==> src/rtl/arctangent_series_unit_assert.svh <==
`ifndef ARCTANGENT_SERIES_UNIT_ASSERT_SVH
`define ARCTANGENT_SERIES_UNIT_ASSERT_SVH

// Checks that a condition implies another in the same cycle.
`define ATS_ASSERT_NOW(lbl, ante, cons, msg) \
	lbl: assert property (@(posedge clk) disable iff (!arst_n) (ante) |-> (cons)) else $error(msg);

// Checks that a condition implies another in the next cycle.
`define ATS_ASSERT_NEXT(lbl, ante, cons, msg) \
	lbl: assert property (@(posedge clk) disable iff (!arst_n) (ante) |=> (cons)) else $error(msg);

`endif

==> src/rtl/ats_pkg.sv <==
package ats_pkg;

	localparam int WORD_WIDTH = 32;
	localparam int TERMS_WIDTH = 11;
	localparam int MAG_WIDTH = 30;
	localparam int DIVIDEND_WIDTH = 47;
	localparam int QUOT_WIDTH = 31;
	localparam int DIVISOR_WIDTH = 32;

	localparam logic [1:0] CLASS_FINITE = 2'd0;
	localparam logic [1:0] CLASS_PLUS_INF = 2'd1;
	localparam logic [1:0] CLASS_MINUS_INF = 2'd2;
	localparam logic [1:0] CLASS_NAN = 2'd3;

	localparam logic signed [WORD_WIDTH-1:0] PI_HALF_Q28 = 32'sd421657428;
	localparam logic signed [WORD_WIDTH-1:0] PI_QUARTER_Q28 = 32'sd210828714;
	localparam logic [WORD_WIDTH-1:0] ONE_Q16 = 32'h0001_0000;
	localparam logic [TERMS_WIDTH-1:0] TERMS_RESET = 11'd256;

	typedef struct packed {
		logic signed [WORD_WIDTH-1:0] argument;
		logic [1:0] argument_class;
	} arg_t;

	typedef struct packed {
		logic signed [WORD_WIDTH-1:0] angle;
		logic not_a_number;
	} res_t;

	typedef struct packed {
		logic start;
		logic [DIVIDEND_WIDTH-1:0] dividend;
		logic [DIVISOR_WIDTH-1:0] divisor;
	} div_req_t;

endpackage

==> src/rtl/ats_divider.sv <==
module ats_divider
	import ats_pkg::*;
(
	input logic clk,
	input logic arst_n,
	input div_req_t req,
	output logic done,
	output logic [QUOT_WIDTH-1:0] quotient
);

	logic run_q;
	logic done_q;
	logic [4:0] cnt_q;
	logic [DIVISOR_WIDTH-1:0] rem_q;
	logic [QUOT_WIDTH-1:0] qsh_q;
	logic [DIVISOR_WIDTH-1:0] divisor_q;
	logic [DIVISOR_WIDTH:0] shifted;
	logic [DIVISOR_WIDTH:0] trial;
	logic fits;

	// One restoring step: shift in the next dividend bit and try the subtract.
	always_comb begin
		shifted = {rem_q, qsh_q[QUOT_WIDTH-1]};
		trial = shifted - {1'b0, divisor_q};
		fits = (shifted >= {1'b0, divisor_q});
	end

	// Control of the step counter.
	always_ff @(posedge clk or negedge arst_n) begin
		if (!arst_n) begin
			run_q <= 1'b0;
			done_q <= 1'b0;
			cnt_q <= '0;
		end else begin
			done_q <= 1'b0;
			if (req.start) begin
				run_q <= 1'b1;
				cnt_q <= '0;
			end else if (run_q) begin
				cnt_q <= cnt_q + 5'd1;
				if (cnt_q == 5'(QUOT_WIDTH - 1)) begin
					run_q <= 1'b0;
					done_q <= 1'b1;
				end
			end
		end
	end

	// Remainder and quotient shift register.
	always_ff @(posedge clk) begin
		if (req.start) begin
			rem_q <= DIVISOR_WIDTH'(req.dividend >> QUOT_WIDTH);
			qsh_q <= req.dividend[QUOT_WIDTH-1:0];
			divisor_q <= req.divisor;
		end else if (run_q) begin
			rem_q <= fits ? trial[DIVISOR_WIDTH-1:0] : shifted[DIVISOR_WIDTH-1:0];
			qsh_q <= {qsh_q[QUOT_WIDTH-2:0], fits};
		end
	end

	assign done = done_q;
	assign quotient = qsh_q;

endmodule

==> src/rtl/arctangent_series_unit.sv <==
// Arctangent of a signed Q16.16 argument, result in signed Q3.28.
// Input channel: a transaction is taken when start is high and busy is low;
// operand carries the argument and its class tag.
// Output channel: done is high for one cycle with result; the receiver
// cannot stall it and must take the transaction in that cycle.
// Configuration: cfg_data is written into the term count when cfg_valid and
// cfg_ready are high; cfg_ready is high whenever the block is idle.
// NaN, infinities, zero and +/-1 raise done in the cycle after they are taken.
// A series argument sums its terms one after another, after a reciprocal
// pass of the divider when |x| > 1. Each term is one pass of the
// bit-serial divider (31 steps), with the power update multiplied alongside.
// One transaction is in flight at a time; busy stays high until done.
// Reset clears the sequencer and sets the term count to 256.
module arctangent_series_unit
	import ats_pkg::*;
#(
	parameter int MAX_TERMS = 1024
)(
	input logic clk,
	input logic arst_n,
	input logic start,
	output logic busy,
	input arg_t operand,
	output logic done,
	output res_t result,
	input logic cfg_valid,
	output logic cfg_ready,
	input logic [TERMS_WIDTH-1:0] cfg_data
);

	localparam int CW = $clog2(MAX_TERMS + 1);

	localparam logic [2:0] S_IDLE = 3'd0;
	localparam logic [2:0] S_RECIP = 3'd1;
	localparam logic [2:0] S_SQ = 3'd2;
	localparam logic [2:0] S_SQW = 3'd3;
	localparam logic [2:0] S_TERM = 3'd4;
	localparam logic [2:0] S_DIVW = 3'd5;
	localparam logic [2:0] S_FIN = 3'd6;

	logic [2:0] state_q;
	logic [TERMS_WIDTH-1:0] series_terms_q;
	logic neg_q;
	logic recip_q;
	logic [CW-1:0] n_q;
	logic [CW-1:0] i_q;
	logic [MAG_WIDTH-1:0] m_q;
	logic [MAG_WIDTH-1:0] m2_q;
	logic [MAG_WIDTH-1:0] p_q;
	logic [2*MAG_WIDTH-1:0] prod_q;
	logic signed [WORD_WIDTH:0] sum_q;
	logic done_q;
	res_t result_q;

	logic accept;
	logic arg_neg;
	logic [WORD_WIDTH-1:0] mag;
	logic [CW-1:0] terms_clamped;
	logic term_go;
	logic [MAG_WIDTH-1:0] prod_rnd;
	div_req_t div_req;
	logic div_done;
	logic [QUOT_WIDTH-1:0] div_quot;
	logic [WORD_WIDTH:0] sum_abs;
	logic [WORD_WIDTH:0] sum_rnd;
	logic signed [WORD_WIDTH-1:0] r28;
	logic signed [WORD_WIDTH-1:0] r_adj;

	assign accept = start && (state_q == S_IDLE);
	assign busy = (state_q != S_IDLE);
	assign cfg_ready = (state_q == S_IDLE);
	assign done = done_q;
	assign result = result_q;

	// Argument magnitude and the clamped term count.
	always_comb begin
		arg_neg = operand.argument[WORD_WIDTH-1];
		mag = arg_neg ? (~operand.argument + 1'b1) : operand.argument;
		if (series_terms_q == '0) begin
			terms_clamped = CW'(1);
		end else if (32'(series_terms_q) > MAX_TERMS) begin
			terms_clamped = CW'(MAX_TERMS);
		end else begin
			terms_clamped = CW'(series_terms_q);
		end
	end

	// Product rounded back to Q0.30.
	always_comb begin
		prod_rnd = MAG_WIDTH'((prod_q + (2*MAG_WIDTH)'(1 << 29)) >> 30);
	end

	// A term is started unless the count is reached or the power vanished.
	assign term_go = (state_q == S_TERM) && (i_q != n_q) && (p_q != '0);

	// Request to the shared divider: reciprocal or one series term.
	always_comb begin
		div_req.start = 1'b0;
		div_req.dividend = '0;
		div_req.divisor = '0;
		if (accept && operand.argument_class == CLASS_FINITE && mag > ONE_Q16) begin
			div_req.start = 1'b1;
			div_req.dividend = (DIVIDEND_WIDTH'(1) << 46) + DIVIDEND_WIDTH'(mag >> 1);
			div_req.divisor = mag;
		end else if (term_go) begin
			div_req.start = 1'b1;
			div_req.dividend = DIVIDEND_WIDTH'(p_q) + DIVIDEND_WIDTH'(i_q);
			div_req.divisor = DIVISOR_WIDTH'({i_q, 1'b1});
		end
	end

	ats_divider u_divider (
		.clk(clk),
		.arst_n(arst_n),
		.req(div_req),
		.done(div_done),
		.quotient(div_quot)
	);

	// Sum to Q3.28 with halves away from zero, then the final angle.
	always_comb begin
		sum_abs = sum_q[WORD_WIDTH] ? (~sum_q + 1'b1) : sum_q;
		sum_rnd = (sum_abs + (WORD_WIDTH+1)'(2)) >> 2;
		r28 = sum_q[WORD_WIDTH] ? -WORD_WIDTH'(sum_rnd) : WORD_WIDTH'(sum_rnd);
		r_adj = recip_q ? (PI_HALF_Q28 - r28) : r28;
	end

	// Configuration register.
	always_ff @(posedge clk or negedge arst_n) begin
		if (!arst_n) begin
			series_terms_q <= TERMS_RESET;
		end else if (cfg_valid && cfg_ready) begin
			series_terms_q <= cfg_data;
		end
	end

	// Sequencer.
	always_ff @(posedge clk or negedge arst_n) begin
		if (!arst_n) begin
			state_q <= S_IDLE;
			done_q <= 1'b0;
		end else begin
			done_q <= 1'b0;
			case (state_q)
				S_IDLE: begin
					if (accept) begin
						if (operand.argument_class != CLASS_FINITE || mag == '0
							|| mag == ONE_Q16) begin
							done_q <= 1'b1;
						end else if (mag > ONE_Q16) begin
							state_q <= S_RECIP;
						end else begin
							state_q <= S_SQ;
						end
					end
				end
				S_RECIP: begin
					if (div_done) begin
						state_q <= S_SQ;
					end
				end
				S_SQ: state_q <= S_SQW;
				S_SQW: state_q <= S_TERM;
				S_TERM: begin
					state_q <= term_go ? S_DIVW : S_FIN;
				end
				S_DIVW: begin
					if (div_done) begin
						state_q <= S_TERM;
					end
				end
				S_FIN: begin
					done_q <= 1'b1;
					state_q <= S_IDLE;
				end
				default: state_q <= S_IDLE;
			endcase
		end
	end

	// Datapath registers.
	always_ff @(posedge clk) begin
		case (state_q)
			S_IDLE: begin
				if (accept) begin
					neg_q <= arg_neg;
					recip_q <= (mag > ONE_Q16);
					n_q <= terms_clamped;
					m_q <= {mag[15:0], 14'b0};
					result_q.not_a_number <= 1'b0;
					result_q.angle <= '0;
					if (operand.argument_class == CLASS_NAN) begin
						result_q.not_a_number <= 1'b1;
					end else if (operand.argument_class == CLASS_PLUS_INF) begin
						result_q.angle <= PI_HALF_Q28;
					end else if (operand.argument_class == CLASS_MINUS_INF) begin
						result_q.angle <= -PI_HALF_Q28;
					end else if (mag == ONE_Q16) begin
						result_q.angle <= arg_neg ? -PI_QUARTER_Q28 : PI_QUARTER_Q28;
					end
				end
			end
			S_RECIP: begin
				if (div_done) begin
					m_q <= div_quot[MAG_WIDTH-1:0];
				end
			end
			S_SQ: prod_q <= m_q * m_q;
			S_SQW: begin
				m2_q <= prod_rnd;
				p_q <= m_q;
				i_q <= '0;
				sum_q <= '0;
			end
			S_TERM: prod_q <= p_q * m2_q;
			S_DIVW: begin
				if (div_done) begin
					if (i_q[0]) begin
						sum_q <= sum_q - $signed({2'b0, div_quot});
					end else begin
						sum_q <= sum_q + $signed({2'b0, div_quot});
					end
					p_q <= prod_rnd;
					i_q <= i_q + 1'b1;
				end
			end
			S_FIN: begin
				result_q.angle <= neg_q ? -r_adj : r_adj;
				result_q.not_a_number <= 1'b0;
			end
			default: ;
		endcase
	end

`include "arctangent_series_unit_assert.svh"

	`ATS_ASSERT_NEXT(a_nan_flag, accept && operand.argument_class == CLASS_NAN, done && result.not_a_number, "NaN did not flag")
	`ATS_ASSERT_NOW(a_done_idle, done, !busy, "result while busy")
	`ATS_ASSERT_NOW(a_div_owner, div_done, state_q == S_RECIP || state_q == S_DIVW, "stray divide")

endmodule
==> config.mk <==
export PLATFORM = sky130hd
export DESIGN_NAME = arctangent_series_unit
export DESIGN_NICKNAME = d
export VERILOG_FILES = /design/src/rtl/ats_pkg.sv /design/src/rtl/ats_divider.sv /design/src/rtl/arctangent_series_unit.sv
export VERILOG_INCLUDE_DIRS = /design/src /design/src/rtl
export SDC_FILE = /design/constraint.sdc
export NUM_CORES = 2
export LEC_CHECK = 0
export BUFFER_PORTS_ARGS = -buffer_cell sky130_fd_sc_hd__buf_2
export CAP_MARGIN = 20
export CORE_ASPECT_RATIO = 1.5
export CORE_MARGIN = 2
export CORE_UTILIZATION = 40
export DETAILED_ROUTE_END_ITERATION = 6
export PLACE_DENSITY = 0.64
export SYNTH_ARGS = -nofsm -noshare
export SYNTH_HDL_FRONTEND = slang
export SYNTH_SLANG_ARGS = --single-unit
==> constraint.sdc <==
create_clock -name clk -period 7.9 [get_ports clk]
set_input_delay 0.395 -clock clk [delete_from_list [all_inputs] [get_ports clk]]
set_output_delay 0.395 -clock clk [all_outputs]
set_load 0.1 [all_outputs]
After elaboration in Yosys (flattened, before gate mapping)
Index checks and enable logic that the tools add are counted.

Flip-flop bits (word level): 357. Input bits: 49. Output and inout bits: 36. Word-level logic and storage cells: 135.

$add $sub $neg: 14. Multiply operators: 2. Order comparisons: 3. Eq/ne operators: 16. Muxes and demuxes: 50. Bitwise gates (word level): 2. Reductions and logical operators: 26.

Operators by type and width (number): $mux 32 (10); $mux 80 (2); $mux 33 (4); $pmux 33 s2 (2); $mul 30x30->60 (2); $pmux 30 s2 (2); $pmux 60 s2 (1); $mux 30 (3); $mux 31 (2); $add 60x30->60 const B (1); $add 47x31->47 const A (1); $add 33x1->33 const B (1); $add 33x2->33 const B (1); $add 33x32->33 (1); $ge 33x32->1 (1); $not 33->33 (1); $sub 33x32->33 (1); $add 32x1->32 const B (1); $eq 32x17->1 const B (1); $gt 32x17->1 const B (1); $logic_not 32->1 (1); $mux 16 (2); $neg 31->32 (1); $neg 32->32 (1); other kinds (36) (69).

Depth between registers and ports, before layout
Word-level depth: 11. Gate-level depth with buffers: 37. Depth with buffers taken out: 35.

By module
From an unflattened synthesis, not the netlist that was laid out.

Cell total of the unflattened synthesis: 8290. Area total of the unflattened synthesis: 76580.9 µm².

Modules (own cells, without submodules): arctangent_series_unit (times used 1, cells each 7715, area an instance 70536.4 µm², seq. area each 6712.7 µm²); ats_divider (times used 1, cells each 575, area an instance 6044.5 µm², seq. area each 2867.8 µm²).

Least setup slack after synthesis
OpenSTA, ideal clock, no wires.

Path type: register to register. Start point: reg m_q[6]. End point: reg prod_q[56] (data pin). Setup time: 0.268 ns. Arrival: 8.385 ns. Required time: 7.632 ns. Path slack: -0.752 ns. Stages on the path, launching flop included: 33. Buffers on the path: 2. Period minus slack after synthesis: 8.652 ns. Path through: edfxtp_1 clkbuf_1 clkbuf_1 nand2_1 inv_1 fa_1 fa_1 inv_1 fa_1 fa_1 inv_1 fa_1 fa_1 fa_1 inv_1 fa_1 inv_1 ha_1 a211oi_1 o21a_1 nand3_1 o311ai_0 a21boi_0 o211ai_1 a31oi_1 a211oi_1 o21ai_0 a41o_1 o41a_1 a31o_2 a21oi_1 xor2_1 o21ai_0.

Word-level cells in the longest chain between the ends: 2.

RTL lines: start, declared (RTL line arctangent_series_unit.sv:47) `logic [MAG_WIDTH-1:0] m_q;`; start signal, assigned (RTL line arctangent_series_unit.sv:189) `m_q <= {mag[15:0], 14'b0};`; start signal, assigned (RTL line arctangent_series_unit.sv:205) `m_q <= div_quot[MAG_WIDTH-1:0];`; $mul 30x30->60 (RTL line arctangent_series_unit.sv:208) `S_SQ: prod_q <= m_q * m_q;`; $pmux 60 s2 (RTL line arctangent_series_unit.sv:183) `case (state_q)`; end signal, assigned (RTL line arctangent_series_unit.sv:208); end signal, assigned (RTL line arctangent_series_unit.sv:215) `S_TERM: prod_q <= p_q * m2_q;`; end, declared (RTL line arctangent_series_unit.sv:50) `logic [2*MAG_WIDTH-1:0] prod_q;`.

No other way between the ends. A chain may end at the register's enable or synchronous reset.

Worst setup path after layout
Start point: reg p_q[5]. End point: reg prod_q[59] (data pin).

Word-level cells in the longest chain between the ends: 2.

RTL lines: start, declared (RTL line arctangent_series_unit.sv:49) `logic [MAG_WIDTH-1:0] p_q;`; start signal, assigned (RTL line arctangent_series_unit.sv:211) `p_q <= m_q;`; start signal, assigned (RTL line arctangent_series_unit.sv:223) `p_q <= prod_rnd;`; $mul 30x30->60 (RTL line arctangent_series_unit.sv:215); $pmux 60 s2 (RTL line arctangent_series_unit.sv:183).

No other way between the ends.

==> flow_metrics.env <==
export IMPL_netlist_top_cell_by_area="fa_1"
export IMPL_buffers_added_on_ports=84
export IMPL_grt_setup_unrepaired="true"
export IMPL_layout_area_seq_mm2=0.00958
export IMPL_clock_tree_from_tritoncts="done"
export IMPL_depth_of_the_most_critical_reg_to_reg_path=36
export IMPL_numClockSinks=328
export IMPL_worst_slew_pin_transition_ns=1.16
export IMPL_achievable_frequency_mhz=114
export IMPL_timing_worst_setup_path_type="flip-flop to flip-flop"
export IMPL_setup_viol=23
export IMPL_routed_wire_length_per_instance_um=21.5
export IMPL_synth_top_area_share_pct=39.4
export IMPL_min_path_type="input port to flip-flop"
export IMPL_crit_path_max_fo=3
export IMPL_ys_seq_area_share_pct=12.7
export IMPL_cts_clk_slew_worst_paths_ns=0.06
export IMPL_grt_start_max_net_pins=89
export IMPL_cts_root_buf="clkbuf_16"
export IMPL_layout_worst_path_cycle_share_pct=111
export IMPL_start_util_pct=40.3
export IMPL_nets=10629
export IMPL_placement_rows=194
export IMPL_finalCriticalPeriod_ns=8.78
export IMPL_critPathMaxStageDelay_ns=0.57
export IMPL_slew_headroom_pct=22.8
export IMPL_final_critical_path_setup_slack_ns=-0.875
export IMPL_floorplan_die_height_um=535
export IMPL_io_pin_count=85
export IMPL_cts_buffer_depth=3
export IMPL_grt_antenna_before_repair=19
export IMPL_firstDrtPassIters=6
export IMPL_dpl_hpwl_um=198000
export IMPL_synth_edf_count=290
export IMPL_worstSkewPairLatency_ns=0.64
export IMPL_critical_path_depth=36
export IMPL_max_cap_violations=0
export IMPL_violations_in_the_final_reports="negative setup slack"
export IMPL_via_total_after_detailed_routing=58433
export IMPL_flow_area_growth_from_synthesis_pct=13.9
export IMPL_ys_ff_latch=328
export IMPL_ant_nets=0
export IMPL_final_hold_viol_count=0
export IMPL_cp_top_family="adder cells"
export IMPL_postSynthNetCount=10183
export IMPL_synth_area_per_cell_um2=9.31
export IMPL_worst_hold_slack_ns=0.0317
export IMPL_starting_drc_count_in_detailed_routing=4171
export IMPL_floorplan_die_width_um=358
export IMPL_grt_pass1_vias=63991
export IMPL_grt_overflow_total=0
export IMPL_critical_path_endpoint_type="flip-flop"
export IMPL_finalWeightedCongestion=0.950
export IMPL_synth_cell_area_mm2=0.0752
export IMPL_skew_ns=0.0742
export IMPL_multi_input_area_mm2=0.0584
export IMPL_worst_hold_path_num_cells=2
export IMPL_htree_levels=2
export IMPL_netlist_instances=8075
export IMPL_critical_path_top_cell_by_count="fa_1"
export IMPL_via_per_inst=5.31
export IMPL_synth_top_cells_by_area="fa_1, edfxtp_1, ha_1, inv_1, and2_1"
export IMPL_status="finished with violations"
export IMPL_synth_distinct_cells=109
export IMPL_grt_first_pass_wirelength_um=369000
export IMPL_required_ns=8.24
export IMPL_fill_cells=17712
export IMPL_drcViolationCount=0
export IMPL_slew_violations=0
export IMPL_cts_buffers_inserted=40
export IMPL_core_area_mm2=0.186
export IMPL_cp_num_buf_inv=10
export IMPL_crit_path_start_kind="flip-flop"
export IMPL_finalWirelength_um=236000
export IMPL_worst_ep_arrival_time_ns=9.12
export IMPL_gr_usage_all_layers_pct=25.3
export IMPL_dominantRegCellSynth="edfxtp_1"
export IMPL_synth_warnings=0
export IMPL_die_outline_area_mm2=0.191
export IMPL_async_reset_ff_share_pct=6.71
export IMPL_critical_path_slowest_cell="fa_1"
export IMPL_post_route_cells_drive_above_1_share_pct=12.9
==> kinds of logic after synthesis <==
kind of cell | Yosys count | share of synthesized area [%]
AND/OR/NAND/NOR | 2357 | 15.3
XOR/XNOR | 395 | 4.64
AO/OA/AOI/OAI | 774 | 6.86
buffers and inverters | 2099 | 10.5
multiplexers | 63 | 0.886
flip-flops | 328 | 12.7
adder cells (fa/ha/maj) | 2059 | 49.0
==> per-stage QoR <==
step	std cells	worst slack, ns	cell area [µm²]	TNS, ns	utilization, %
2_1_floorplan	8075	-0.217	75600	-0.496	-
3_3_place_gp	10854	-1.49	82700	-29.79	44.4
5_1_grt	11008	-1.13	85600	-21.09	45.9
6_report	11010	-0.875	85600	-15.17	45.9
3_5_place_dp	10856	-1.44	82800	-29.42	44.4
4_1_cts	10976	-0.846	85000	-14.76	45.6
==> registers in the layout, indices dropped and copies added, names as in the netlist, 30 cells and up <==
| name | flops |
|---|---|
| result | 33 |
| u_divider.quotient | 31 |
| p_q | 30 |
| sum_q | 33 |
| m2_q | 30 |
| u_divider.rem_q | 32 |
| u_divider.divisor_q | 32 |
| m_q | 30 |
| prod_q | 31 |
==> repair_timing <==
| action | 4_1_cts | 5_1_grt |
|---|---|---|
| buffers inserted | 37 | 23 |
| hold buffers | 11 | 0 |
| endpoints found under the setup margin | 31 | 30 |
| hold endpoints to repair | 31 | 0 |
| pin swaps | 34 | 57 |
| gates resized for setup | 106 | 90 |
==> worst register-to-register path: cells and delay by family, from the launching register on <==
| kind | cells | cell delay, ns |
|---|---|---|
| AO/OA/AOI/OAI | 9 | 1.55 |
| adder cells (fa/ha/maj) | 9 | 4.39 |
| XOR/XNOR | 1 | 0.13 |
| buffers and inverters | 10 | 1.04 |
| AND/OR/NAND/NOR | 7 | 1.05 |
| flip-flops | 1 | 0.41 |
==> per-layer routing <==
metal	up-vias	part of all wire [%]	GRT usage, %	routed length [µm]
li1	25844	-	-	-
met1	29674	36	29.1	85100
met2	2198	50	44.0	117000
met3	699	6.5	3.51	15300
met4	18	7.8	15.7	18500
met5	-	0.044	0	105
==> cells in the mapped netlist, types with 11 or more instances <==
cell	number
o21bai_1	11
nor4_1	35
o211ai_1	15
and3_1	51
dfxtp_1	16
fa_1	1478
nand3_1	85
o41ai_1	21
nand2_1	937
o21ai_0	175
and2_1	565
edfxtp_1	290
nor2b_1	37
buf_2	11
a21o_1	63
a21oi_1	185
clkbuf_1	351
or3_1	38
o31ai_1	39
nand2b_1	25
inv_1	1713
a221o_1	13
nor2_1	349
xor2_1	142
ha_1	581
a211oi_1	30
nor3_1	96
nand4_1	48
xnor2_1	250
or2_2	18
or4_1	23
mux2_2	28
dfrtp_1	21
o21a_1	39
a31oi_1	25
mux2i_1	35
o21ai_1	16
==> layout make-up <==
| class | instances | share of cell area [%] |
|---|---|---|
| clock inverter | 27 | 0.465 |
| antenna | 8 | 0.0234 |
| timing repair buffer | 780 | 7.66 |
| sequential | 328 | 11.2 |
| inverter | 1723 | 7.58 |
| multi-input combinational | 5648 | 68.3 |
| tap | 2450 | 3.58 |
| clock buffer | 46 | 1.22 |
==> path summary, 6_finish.rpt <==
path	to	startpoint	slack, ns
setup / recovery	prod_q[59]	p_q[5]	-0.88
hold / removal	series_terms_q[5]	cfg_data[5]	0.03
setup reg to reg	prod_q[59]	p_q[5]	-0.88
hold reg to reg	u_divider.rem_q[26]	u_divider.rem_q[26]	0.51
max in group asynchronous	series_terms_q[9]	arst_n	6.98
min in group asynchronous	u_divider.cnt_q[3]	arst_n	0.37
==> layout by cell type, fill, tap and decap left out, types with 95 or more instances in the layout <==
cell,n
fa_1,1433
inv_1,1689
xor2_1,140
nand2_1,925
nor3_1,95
xnor2_1,246
ha_1,571
o21ai_0,159
a21oi_1,172
and2_1,552
nor2_1,335
edfxtp_1,290
buf_4,591
Power is not shown: default switching activity piles up to over one toggle a cycle in this logic, so the estimate is an artifact.
